[config.mk]
export PLATFORM = sky130hd
export DESIGN_NAME = greedy_geo_next_hop_table
export DESIGN_NICKNAME = d
export VERILOG_FILES = /design/src/hdl/ggnh_pkg.sv /design/src/hdl/ggnh_ram.sv /design/src/hdl/ggnh_dist.sv /design/src/hdl/greedy_geo_next_hop_table.sv
export SDC_FILE = /design/constraint.sdc
export NUM_CORES = 2
export LEC_CHECK = 0
export ABC_CLOCK_PERIOD_IN_PS = 7900
export BUFFER_PORTS_ARGS = -buffer_cell sky130_fd_sc_hd__buf_2
export CAP_MARGIN = 0
export CELL_PAD_IN_SITES_DETAIL_PLACEMENT = 1
export CELL_PAD_IN_SITES_GLOBAL_PLACEMENT = 1
export CORE_ASPECT_RATIO = 1.75
export CORE_MARGIN = 4
export CORE_UTILIZATION = 55
export DETAILED_ROUTE_END_ITERATION = 12
export HOLD_SLACK_MARGIN = 0.15
export PLACE_DENSITY_LB_ADDON = 0.1
export SYNTH_ARGS = -nofsm -noshare
export SYNTH_HDL_FRONTEND = slang
export SYNTH_SLANG_ARGS = --single-unit
[constraint.sdc]
create_clock -name clk -period 7.9 [get_ports clk]
set_input_delay 0.79 -clock clk [delete_from_list [all_inputs] [get_ports clk]]
set_output_delay 0.79 -clock clk [all_outputs]
set_load 0.02 [all_outputs]
[src/hdl/ggnh_pkg.sv]
// Shared definitions for the greedy geographic next-hop table.
// Holds request and configuration codes and the sequencer state type.
// No dependencies.
`timescale 1ns / 1ps
`default_nettype none

package ggnh_pkg;

    // Request kinds carried in req_type
    localparam logic REQ_SET   = 1'b0;
    localparam logic REQ_QUERY = 1'b1;

    // Configuration register indexes
    localparam int  CFG_IDX_W = 1;
    localparam logic [CFG_IDX_W-1:0] CFG_OWN_X = 1'b0;
    localparam logic [CFG_IDX_W-1:0] CFG_OWN_Y = 1'b1;

    // Sequencer states, one-hot
    typedef enum logic [2:0] {
        ST_IDLE = 3'b001,
        ST_SCAN = 3'b010,
        ST_DONE = 3'b100
    } state_t;

endpackage

`default_nettype wire

[src/hdl/ggnh_ram.sv]
// Generic simple dual-port RAM: one write port, one read port, registered read.
// Used for the neighbour table. No dependencies.
`timescale 1ns / 1ps
`default_nettype none

module ggnh_ram #(
    parameter int WIDTH = 48,
    parameter int DEPTH = 64
) (
    input  wire logic                                 clk,
    input  wire logic                                 we,
    input  wire logic [(DEPTH > 1 ? $clog2(DEPTH) : 1)-1:0] waddr,
    input  wire logic [WIDTH-1:0]                     wdata,
    input  wire logic                                 re,
    input  wire logic [(DEPTH > 1 ? $clog2(DEPTH) : 1)-1:0] raddr,
    output logic      [WIDTH-1:0]                     rdata
);

    logic [WIDTH-1:0] mem [DEPTH];

    // Write port
    always_ff @(posedge clk)
    begin
        if (we)
        begin
            mem[waddr] <= wdata;
        end
    end

    // Registered read port
    always_ff @(posedge clk)
    begin
        if (re)
        begin
            rdata <= mem[raddr];
        end
    end

endmodule

`default_nettype wire

[src/hdl/ggnh_dist.sv]
// Shared squared-distance unit: three-stage pipeline (difference, square, sum).
// Carries a tag alongside each beat. No dependencies.
`timescale 1ns / 1ps
`default_nettype none

module ggnh_dist #(
    parameter int COORD_BITS = 16,
    parameter int TAG_W      = 17
) (
    input  wire logic                    clk,
    input  wire logic                    rst_n,
    input  wire logic                    flush,
    input  wire logic                    in_valid,
    input  wire logic [COORD_BITS-1:0]   ax,
    input  wire logic [COORD_BITS-1:0]   ay,
    input  wire logic [COORD_BITS-1:0]   bx,
    input  wire logic [COORD_BITS-1:0]   by,
    input  wire logic [TAG_W-1:0]        in_tag,
    output logic                         out_valid,
    output logic [2*COORD_BITS:0]        dist_sq,
    output logic [TAG_W-1:0]             out_tag,
    output logic                         busy
);

    localparam int SQ_W   = 2 * COORD_BITS;
    localparam int DIST_W = SQ_W + 1;

    logic                  v1_reg, v2_reg, v3_reg;
    logic                  v1_next, v2_next, v3_next;
    logic [COORD_BITS-1:0] dx_reg, dy_reg, dx_next, dy_next;
    logic [SQ_W-1:0]       sqx_reg, sqy_reg, sqx_next, sqy_next;
    logic [DIST_W-1:0]     sum_reg, sum_next;
    logic [TAG_W-1:0]      t1_reg, t2_reg, t3_reg;

    // Stage datapath
    always_comb
    begin
        dx_next  = (ax >= bx) ? (ax - bx) : (bx - ax);
        dy_next  = (ay >= by) ? (ay - by) : (by - ay);
        sqx_next = SQ_W'(dx_reg) * SQ_W'(dx_reg);
        sqy_next = SQ_W'(dy_reg) * SQ_W'(dy_reg);
        sum_next = DIST_W'(sqx_reg) + DIST_W'(sqy_reg);
        v1_next  = in_valid && !flush;
        v2_next  = v1_reg && !flush;
        v3_next  = v2_reg && !flush;
    end

    // Advance valid flags; drop everything on flush
    always_ff @(posedge clk or negedge rst_n)
    begin
        if (!rst_n)
        begin
            v1_reg <= 1'b0;
            v2_reg <= 1'b0;
            v3_reg <= 1'b0;
        end
        else
        begin
            v1_reg <= v1_next;
            v2_reg <= v2_next;
            v3_reg <= v3_next;
        end
    end

    // Payload registers
    always_ff @(posedge clk)
    begin
        dx_reg  <= dx_next;
        dy_reg  <= dy_next;
        t1_reg  <= in_tag;
        sqx_reg <= sqx_next;
        sqy_reg <= sqy_next;
        t2_reg  <= t1_reg;
        sum_reg <= sum_next;
        t3_reg  <= t2_reg;
    end

    assign out_valid = v3_reg;
    assign dist_sq   = sum_reg;
    assign out_tag   = t3_reg;
    assign busy      = v1_reg || v2_reg || v3_reg;

endmodule

`default_nettype wire

[src/hdl/greedy_geo_next_hop_table.sv]
// Greedy geographic next-hop table: top level with sequencer and result register.
// Depends on ggnh_pkg, ggnh_ram and ggnh_dist.
`timescale 1ns / 1ps
`default_nettype none

// Neighbour table for greedy geographic forwarding. A set beat (req_type 0)
// updates the position of a known address or appends a new neighbour if
// there is room; a query beat (req_type 1) returns the destination itself if
// it is a neighbour, else the stored neighbour closest to it (squared
// distance) if strictly closer than this node, the earlier entry winning a
// tie. Each beat scans the N stored entries one per cycle through the single
// table read port, stopping early on an address match; a query also waits
// for the three-stage distance pipeline to drain. in_ready is high only while
// the sequencer is idle; a finished result may wait in the output register
// while the next beat is taken. own_x and own_y are written by the user via
// cfg_we / cfg_index / cfg_wdata only while the block is idle (not enforced).
module greedy_geo_next_hop_table #(
    parameter int MAX_NEIGHBORS = 64,
    parameter int ADDR_BITS     = 16,
    parameter int COORD_BITS    = 16
) (
    input  wire logic                             clk,
    input  wire logic                             rst_n,
    input  wire logic                             cfg_we,
    input  wire logic [ggnh_pkg::CFG_IDX_W-1:0]   cfg_index,
    input  wire logic [COORD_BITS-1:0]            cfg_wdata,
    input  wire logic                             in_valid,
    output logic                                  in_ready,
    input  wire logic                             req_type,
    input  wire logic [ADDR_BITS-1:0]             node_addr,
    input  wire logic [COORD_BITS-1:0]            coord_x,
    input  wire logic [COORD_BITS-1:0]            coord_y,
    output logic                                  out_valid,
    input  wire logic                             out_ready,
    output logic [ADDR_BITS-1:0]                  hop_addr,
    output logic                                  hop_found,
    output logic                                  entry_added,
    output logic                                  table_full
);

    import ggnh_pkg::*;

    localparam int IDX_W  = (MAX_NEIGHBORS > 1) ? $clog2(MAX_NEIGHBORS) : 1;
    localparam int CNT_W  = $clog2(MAX_NEIGHBORS + 1);
    localparam int REC_W  = ADDR_BITS + 2 * COORD_BITS;
    localparam int DIST_W = 2 * COORD_BITS + 1;
    localparam int TAG_W  = ADDR_BITS + 1;

    state_t                 state_reg, state_next;
    logic [COORD_BITS-1:0]  own_x_reg, own_y_reg;
    logic                   req_reg, req_next;
    logic [ADDR_BITS-1:0]   dest_addr_reg, dest_addr_next;
    logic [COORD_BITS-1:0]  dest_x_reg, dest_x_next, dest_y_reg, dest_y_next;
    logic [CNT_W-1:0]       count_reg, count_next, rd_cnt_reg, rd_cnt_next;
    logic                   rvalid_reg, rvalid_next;
    logic [IDX_W-1:0]       ridx_reg, ridx_next;
    logic [DIST_W-1:0]      best_reg, best_next;
    logic [ADDR_BITS-1:0]   hop_reg, hop_next;
    logic                   found_reg, found_next, added_reg, added_next;
    logic                   full_reg, full_next;
    logic                   out_valid_reg, out_valid_next;
    logic [ADDR_BITS-1:0]   hop_addr_reg, hop_addr_next;
    logic                   hop_found_reg, hop_found_next;
    logic                   entry_added_reg, entry_added_next;
    logic                   table_full_reg, table_full_next;

    logic                   rd_en, hit, scan_end, has_room;
    logic                   ram_we;
    logic [IDX_W-1:0]       ram_waddr;
    logic [REC_W-1:0]       ram_rdata;
    logic [ADDR_BITS-1:0]   rec_addr;
    logic [COORD_BITS-1:0]  rec_x, rec_y;

    logic                   d_in_valid, d_out_valid, d_busy, d_flush;
    logic [COORD_BITS-1:0]  d_ax, d_ay, d_bx, d_by;
    logic [TAG_W-1:0]       d_in_tag, d_out_tag;
    logic [DIST_W-1:0]      d_dist;

    // Unpack the table record
    assign rec_addr = ram_rdata[REC_W-1 -: ADDR_BITS];
    assign rec_x    = ram_rdata[2*COORD_BITS-1 -: COORD_BITS];
    assign rec_y    = ram_rdata[COORD_BITS-1:0];

    // Scan control
    assign rd_en    = (state_reg == ST_SCAN) && (rd_cnt_reg < count_reg);
    assign hit      = (state_reg == ST_SCAN) && rvalid_reg && (rec_addr == dest_addr_reg);
    assign scan_end = (rd_cnt_reg == count_reg) && !rvalid_reg && !d_busy;
    assign has_room = count_reg < CNT_W'(MAX_NEIGHBORS);

    // Table write: update on a set hit, append at the end of a set scan if there is room
    assign ram_we = (state_reg == ST_SCAN) && (req_reg == REQ_SET)
                  && (hit || (scan_end && has_room));
    assign ram_waddr = hit ? ridx_reg : count_reg[IDX_W-1:0];

    // Feed the distance unit: own position on query start, then each entry
    always_comb
    begin
        d_in_valid = 1'b0;
        d_ax       = dest_x_reg;
        d_ay       = dest_y_reg;
        d_bx       = rec_x;
        d_by       = rec_y;
        d_in_tag   = {1'b0, rec_addr};
        if (state_reg == ST_IDLE)
        begin
            d_in_valid = in_valid && (req_type == REQ_QUERY);
            d_ax       = coord_x;
            d_ay       = coord_y;
            d_bx       = own_x_reg;
            d_by       = own_y_reg;
            d_in_tag   = {1'b1, {ADDR_BITS{1'b0}}};
        end
        else if (state_reg == ST_SCAN)
        begin
            d_in_valid = rvalid_reg && !hit && (req_reg == REQ_QUERY);
        end
    end

    assign d_flush = hit && (req_reg == REQ_QUERY);

    ggnh_ram #(
        .WIDTH (REC_W),
        .DEPTH (MAX_NEIGHBORS)
    ) u_table (
        .clk   (clk),
        .we    (ram_we),
        .waddr (ram_waddr),
        .wdata ({dest_addr_reg, dest_x_reg, dest_y_reg}),
        .re    (rd_en),
        .raddr (rd_cnt_reg[IDX_W-1:0]),
        .rdata (ram_rdata)
    );

    ggnh_dist #(
        .COORD_BITS (COORD_BITS),
        .TAG_W      (TAG_W)
    ) u_dist (
        .clk       (clk),
        .rst_n     (rst_n),
        .flush     (d_flush),
        .in_valid  (d_in_valid),
        .ax        (d_ax),
        .ay        (d_ay),
        .bx        (d_bx),
        .by        (d_by),
        .in_tag    (d_in_tag),
        .out_valid (d_out_valid),
        .dist_sq   (d_dist),
        .out_tag   (d_out_tag),
        .busy      (d_busy)
    );

    // Sequencer and next-state logic
    always_comb
    begin
        state_next       = state_reg;
        req_next         = req_reg;
        dest_addr_next   = dest_addr_reg;
        dest_x_next      = dest_x_reg;
        dest_y_next      = dest_y_reg;
        count_next       = count_reg;
        rd_cnt_next      = rd_cnt_reg;
        rvalid_next      = 1'b0;
        ridx_next        = ridx_reg;
        best_next        = best_reg;
        hop_next         = hop_reg;
        found_next       = found_reg;
        added_next       = added_reg;
        full_next        = full_reg;
        out_valid_next   = out_valid_reg && !out_ready;
        hop_addr_next    = hop_addr_reg;
        hop_found_next   = hop_found_reg;
        entry_added_next = entry_added_reg;
        table_full_next  = table_full_reg;

        case (state_reg)
            ST_IDLE:
            begin
                // Take a beat and clear the per-item result
                if (in_valid)
                begin
                    req_next       = req_type;
                    dest_addr_next = node_addr;
                    dest_x_next    = coord_x;
                    dest_y_next    = coord_y;
                    rd_cnt_next    = '0;
                    hop_next       = '0;
                    found_next     = 1'b0;
                    added_next     = 1'b0;
                    full_next      = 1'b0;
                    state_next     = ST_SCAN;
                end
            end
            ST_SCAN:
            begin
                // Advance the read pointer
                if (rd_en)
                begin
                    rd_cnt_next = rd_cnt_reg + CNT_W'(1);
                end
                rvalid_next = rd_en;
                ridx_next   = rd_cnt_reg[IDX_W-1:0];

                // Track the best distance so far
                if (d_out_valid)
                begin
                    if (d_out_tag[TAG_W-1])
                    begin
                        best_next = d_dist;
                    end
                    else if (d_dist < best_reg)
                    begin
                        best_next  = d_dist;
                        hop_next   = d_out_tag[ADDR_BITS-1:0];
                        found_next = 1'b1;
                    end
                end

                if (hit)
                begin
                    rvalid_next = 1'b0;
                    state_next  = ST_DONE;
                    if (req_reg == REQ_QUERY)
                    begin
                        hop_next   = rec_addr;
                        found_next = 1'b1;
                    end
                end
                else if (scan_end)
                begin
                    state_next = ST_DONE;
                    if (req_reg == REQ_SET)
                    begin
                        if (has_room)
                        begin
                            count_next = count_reg + CNT_W'(1);
                            added_next = 1'b1;
                        end
                        else
                        begin
                            full_next = 1'b1;
                        end
                    end
                end
            end
            ST_DONE:
            begin
                // Hand the result to the output register once it is free
                if (!out_valid_reg || out_ready)
                begin
                    out_valid_next   = 1'b1;
                    hop_addr_next    = hop_reg;
                    hop_found_next   = found_reg;
                    entry_added_next = added_reg;
                    table_full_next  = full_reg;
                    state_next       = ST_IDLE;
                end
            end
            default:
            begin
                state_next = ST_IDLE;
            end
        endcase
    end

    // Control registers
    always_ff @(posedge clk or negedge rst_n)
    begin
        if (!rst_n)
        begin
            state_reg     <= ST_IDLE;
            count_reg     <= '0;
            rd_cnt_reg    <= '0;
            rvalid_reg    <= 1'b0;
            out_valid_reg <= 1'b0;
        end
        else
        begin
            state_reg     <= state_next;
            count_reg     <= count_next;
            rd_cnt_reg    <= rd_cnt_next;
            rvalid_reg    <= rvalid_next;
            out_valid_reg <= out_valid_next;
        end
    end

    // Configuration registers
    always_ff @(posedge clk or negedge rst_n)
    begin
        if (!rst_n)
        begin
            own_x_reg <= '0;
            own_y_reg <= '0;
        end
        else if (cfg_we)
        begin
            case (cfg_index)
                CFG_OWN_X: own_x_reg <= cfg_wdata;
                CFG_OWN_Y: own_y_reg <= cfg_wdata;
                default:   ;
            endcase
        end
    end

    // Payload registers
    always_ff @(posedge clk)
    begin
        req_reg         <= req_next;
        dest_addr_reg   <= dest_addr_next;
        dest_x_reg      <= dest_x_next;
        dest_y_reg      <= dest_y_next;
        ridx_reg        <= ridx_next;
        best_reg        <= best_next;
        hop_reg         <= hop_next;
        found_reg       <= found_next;
        added_reg       <= added_next;
        full_reg        <= full_next;
        hop_addr_reg    <= hop_addr_next;
        hop_found_reg   <= hop_found_next;
        entry_added_reg <= entry_added_next;
        table_full_reg  <= table_full_next;
    end

    assign in_ready    = (state_reg == ST_IDLE);
    assign out_valid   = out_valid_reg;
    assign hop_addr    = hop_addr_reg;
    assign hop_found   = hop_found_reg;
    assign entry_added = entry_added_reg;
    assign table_full  = table_full_reg;

`ifndef ASSERT_OFF
    a_count_bound: assert property (@(posedge clk) disable iff (!rst_n)
        count_reg <= CNT_W'(MAX_NEIGHBORS))
        else $error("neighbour count beyond table depth");

    a_count_step: assert property (@(posedge clk) disable iff (!rst_n)
        (count_reg != $past(count_reg)) |-> (count_reg == $past(count_reg) + CNT_W'(1)))
        else $error("neighbour count moved by other than one");

    a_result_kind: assert property (@(posedge clk) disable iff (!rst_n)
        (out_valid && hop_found) |-> (!entry_added && !table_full))
        else $error("query result carries set flags");

    a_add_or_full: assert property (@(posedge clk) disable iff (!rst_n)
        out_valid |-> !(entry_added && table_full))
        else $error("set both added and dropped");

    a_start_scan: assert property (@(posedge clk) disable iff (!rst_n)
        (in_valid && in_ready) |=> (state_reg == ST_SCAN && rd_cnt_reg == '0))
        else $error("accepted beat did not start a scan");
`endif

endmodule

`default_nettype wire
==> insert_results.sql <==
INSERT INTO impl_metrics (metric_group, metric, value, unit) VALUES
('job', 'max_cap_viol_count', '1', ''),
('placement', 'standard_cell_area_after_detailed_placement', '154900', 'sq um'),
('min_path', 'min_path_type', 'input port to register', ''),
('finish', 'layout-drive-gt1-share', '0.2339', ''),
('worst_setup_path', 'reg2reg_depth', '23', ''),
('pwr', 'power.density', '212.2', 'nW/um^2'),
('route', 'drt_drc_violations_left', '0', ''),
('placement', 'dp_cells', '11110', ''),
('cts', 'hold_buffers_post_cts', '56', ''),
('sta', 'max_slew.worst_pin.slew', '1478', 'ps'),
('worst_setup_path', 'worst_ep_arrival_time', '7910', 'ps'),
('worst_setup_path', 'critical_path.slowest_cell', 'sky130_fd_sc_hd__dfxtp_1', ''),
('outcome', 'violations_in_the_final_reports', 'capacitance limit', ''),
('cts', 'cts_inserted_buffers', '313', ''),
('cts', 'cts.sinks', '3478', ''),
('pwr', 'leakage_power', '57.12', 'nW'),
('worst_setup_path', 'critical-path-top-cell-by-count', 'sky130_fd_sc_hd__fa_1', ''),
('synthesis', 'avgSynthCellArea', '19.65', 'sq um'),
('route', 'detail_route.first_pass.iterations', '6', ''),
('grt', 'grt_start_max_net_pins', '137', ''),
('cts', 'worst_setup_hold_path_clk_slew', '70', 'ps'),
('synthesis', 'synth-warning-count', '0', ''),
('grt', 'grt_pass1_vias', '81390', ''),
('floorplanning', 'floorplan.core_area', '267600', 'sq um'),
('sta', 'shortest_clock_period_the_worst_path_allows_after_layout', '7146', 'ps'),
('finish', 'layout.cells.non_filler', '11730', ''),
('sta', 'worst_slew_margin_rel', '0.01241', ''),
('sta', 'rsz0062_at_grt', 'false', ''),
('sta', 'fin_tns_setup', '0', 'ps'),
('synthesis', 'number_of_enable_type_register_cells_in_the_synthesized_netlist', '3246', ''),
('route', 'antenna_violating_nets_post_route', '0', ''),
('synthesis', 'synth.top_cells.by_area', 'sky130_fd_sc_hd__edfxtp_1 66%, sky130_fd_sc_hd__mux4_2 15%, sky130_fd_sc_hd__fa_1 4.4%', ''),
('grt', 'grt_util_all_layers', '0.3114', ''),
('worst_setup_path', 'crit_type', 'register to register', ''),
('placement', 'globalplace.congestion', '0.8987', ''),
('cts', 'post-cts-setup-buffer-count', '0', ''),
('worst_setup_path', 'critical_path_sink_type', 'register', ''),
('finish', 'syn_to_final_growth', '11.63', '%'),
('min_path', 'whs_path_depth', '1', ''),
('cts', 'clock_path_buffers', '4', ''),
('sta', 'fin_ws', '753.7', 'ps'),
('floorplanning', 'die_area', '278100', 'sq um'),
('synthesis', 'synthMostInstantiatedCell', 'sky130_fd_sc_hd__edfxtp_1', ''),
('worst_setup_path', 'cp.depth', '23', ''),
('outcome', 'run_status', 'finished with violations', ''),
('sta', 'final-max-slew-violation-count', '0', ''),
('finish', 'ff_latch_area', '102400', 'sq um'),
('worst_setup_path', 'number_of_buffers_and_inverters_on_the_critical_path', '5', ''),
('finish', 'number_of_inserted_filler_cells_in_the_final_layout', '22390', ''),
('worst_setup_path', 'cpLargestDelayFamily', 'adder cells', ''),
('grt', 'grt_antenna_before_repair', '13', ''),
('synthesis', 'synth_seq_cells', '3478', ''),
('synthesis', 'post-synth-top-area-cell', 'sky130_fd_sc_hd__edfxtp_1', ''),
('worst_setup_path', 'worst-path-max-fanout', '13', ''),
('synthesis', 'ys_types', '68', ''),
('floorplanning', 'io-pin-count', '92', ''),
('worst_setup_path', 'data_required_time_of_the_worst_path', '8660', 'ps'),
('synthesis', 'yosys-top-cells-count', '3,246 x sky130_fd_sc_hd__edfxtp_1, 972 x sky130_fd_sc_hd__mux4_2, 602 x sky130_fd_sc_hd__inv_1', ''),
('synthesis', 'synth_area', '148200', 'sq um'),
('route', 'vias', '75810', ''),
('grt', 'grt_use_met3', '0.04895', ''),
('finish', 'largest_register', 'u_table.mem', ''),
('cts', 'cts_root_buffer', 'sky130_fd_sc_hd__clkbuf_16', ''),
('placement', 'hpwlAfterDp', '263.1', 'mm'),
('grt', 'grt_remaining_overflow', '0', ''),
('route', 'post_drt_wl_per_cell', '36.71', 'um'),
('sta', 'report.final.hold_viol_count', '0', ''),
('cts', 'clock_insertion_delay_worst_skew', '900', 'ps'),
('route', 'drt_wl_total', '430.5', 'mm'),
('route', 'ratio_of_routed_vias_to_standard_cells', '6.465', ''),
('cts', 'htree_num_levels', '5', '');
-- layout make-up --
type                    instances  area share
diodes                          7   0.0001059
multi-input cells            3143      0.2590
clock buffers                 399     0.05080
well taps                    3542     0.02679
inverters                     603     0.01370
repair buffers                398     0.02132
flip-flops and latches       3478      0.6192
clock inverters               157    0.009123
-- report_power, final --
group | internal (mW) | total (mW) | switching (mW)
clock | 8.34 | 15.1 | 6.78
sequential | 19.8 | 19.9 | 0.0489
combinational | 0.0527 | 0.0974 | 0.0447
-- logic make-up after synthesis --
kind of cell	synth area share
AOI/OAI and AO/OA	0.02065
xor gates and xnor gates	0.008630
adders and majority gates	0.07291
buffers and inverters	0.02340
DFF	0.6910
muxes	0.1606
and+or+nand+nor	0.02281
-- final timing paths --
kind                                         startpoint                          to  slack [ps]
max                            u_dist.dx_reg[3]$_DFF_P_  u_dist.sqx_reg[29]$_DFF_P_         750
min                                         coord_x[15]    dest_x_reg[15]$_DFFE_PP_         200
max reg2reg                    u_dist.dx_reg[3]$_DFF_P_  u_dist.sqx_reg[29]$_DFF_P_         750
min reg2reg                u_dist.t1_reg[12]$_SDFF_PP0_   u_dist.t2_reg[12]$_DFF_P_         320
max in group asynchronous                         rst_n   rd_cnt_reg[3]$_DFFE_PN0P_        6660
min in group asynchronous                         rst_n        rvalid_reg$_DFF_PN0_         620
-- layer usage --
layer	share of wire	wire, um
met3	0.071	30570
met4	0.056	24070
met2	0.53	229100
met5	0.000058	25
met1	0.34	146700
-- layout by cell type (no fill, tap or decap), types with 24 or more instances in the layout --
| master | synthesis | layout |
|---|---|---|
| sky130_fd_sc_hd__nand3_1 | 31 | 31 |
| sky130_fd_sc_hd__nor2_4 | 0 | 63 |
| sky130_fd_sc_hd__o21a_1 | 33 | 33 |
| sky130_fd_sc_hd__nand2_1 | 230 | 230 |
| sky130_fd_sc_hd__nor2b_1 | 77 | 76 |
| sky130_fd_sc_hd__o21ai_0 | 64 | 64 |
| sky130_fd_sc_hd__buf_4 | 0 | 201 |
| sky130_fd_sc_hd__a21oi_1 | 139 | 135 |
| sky130_fd_sc_hd__a211oi_1 | 49 | 48 |
| sky130_fd_sc_hd__mux2_2 | 61 | 61 |
| sky130_fd_sc_hd__ha_1 | 337 | 337 |
| sky130_fd_sc_hd__fa_1 | 329 | 329 |
| sky130_fd_sc_hd__a21o_1 | 77 | 77 |
| sky130_fd_sc_hd__nor2_1 | 184 | 120 |
| sky130_fd_sc_hd__clkbuf_1 | 219 | 72 |
| sky130_fd_sc_hd__xor2_1 | 60 | 60 |
| sky130_fd_sc_hd__clkbuf_16 | 0 | 323 |
| sky130_fd_sc_hd__mux4_2 | 972 | 972 |
| sky130_fd_sc_hd__inv_1 | 602 | 601 |
| sky130_fd_sc_hd__dfrtp_1 | 53 | 47 |
| sky130_fd_sc_hd__xnor2_1 | 86 | 86 |
| sky130_fd_sc_hd__and2_1 | 75 | 75 |
| sky130_fd_sc_hd__clkinv_2 | 0 | 46 |
| sky130_fd_sc_hd__edfxtp_1 | 3246 | 3246 |
| sky130_fd_sc_hd__mux2i_1 | 121 | 121 |
| sky130_fd_sc_hd__buf_12 | 0 | 50 |
| sky130_fd_sc_hd__dlygate4sd3_1 | 0 | 56 |
| sky130_fd_sc_hd__clkinv_1 | 1 | 46 |
| sky130_fd_sc_hd__buf_2 | 17 | 91 |
| sky130_fd_sc_hd__nand2b_1 | 24 | 24 |
| sky130_fd_sc_hd__dfxtp_1 | 178 | 178 |
-- per-stage QoR --
stage	hold WS, ps	total power [mW]	utilization
final	202.2	35.10	0.6181
after CTS	152.8	35.34	0.6180
after floorplan	309.6	20.28	-
after global placement	309.8	20.36	0.5789
after detailed placement	313.2	20.36	0.5789
after global routing	171.2	36.09	0.6181
Note: power is estimated with default switching activity, not from simulation.
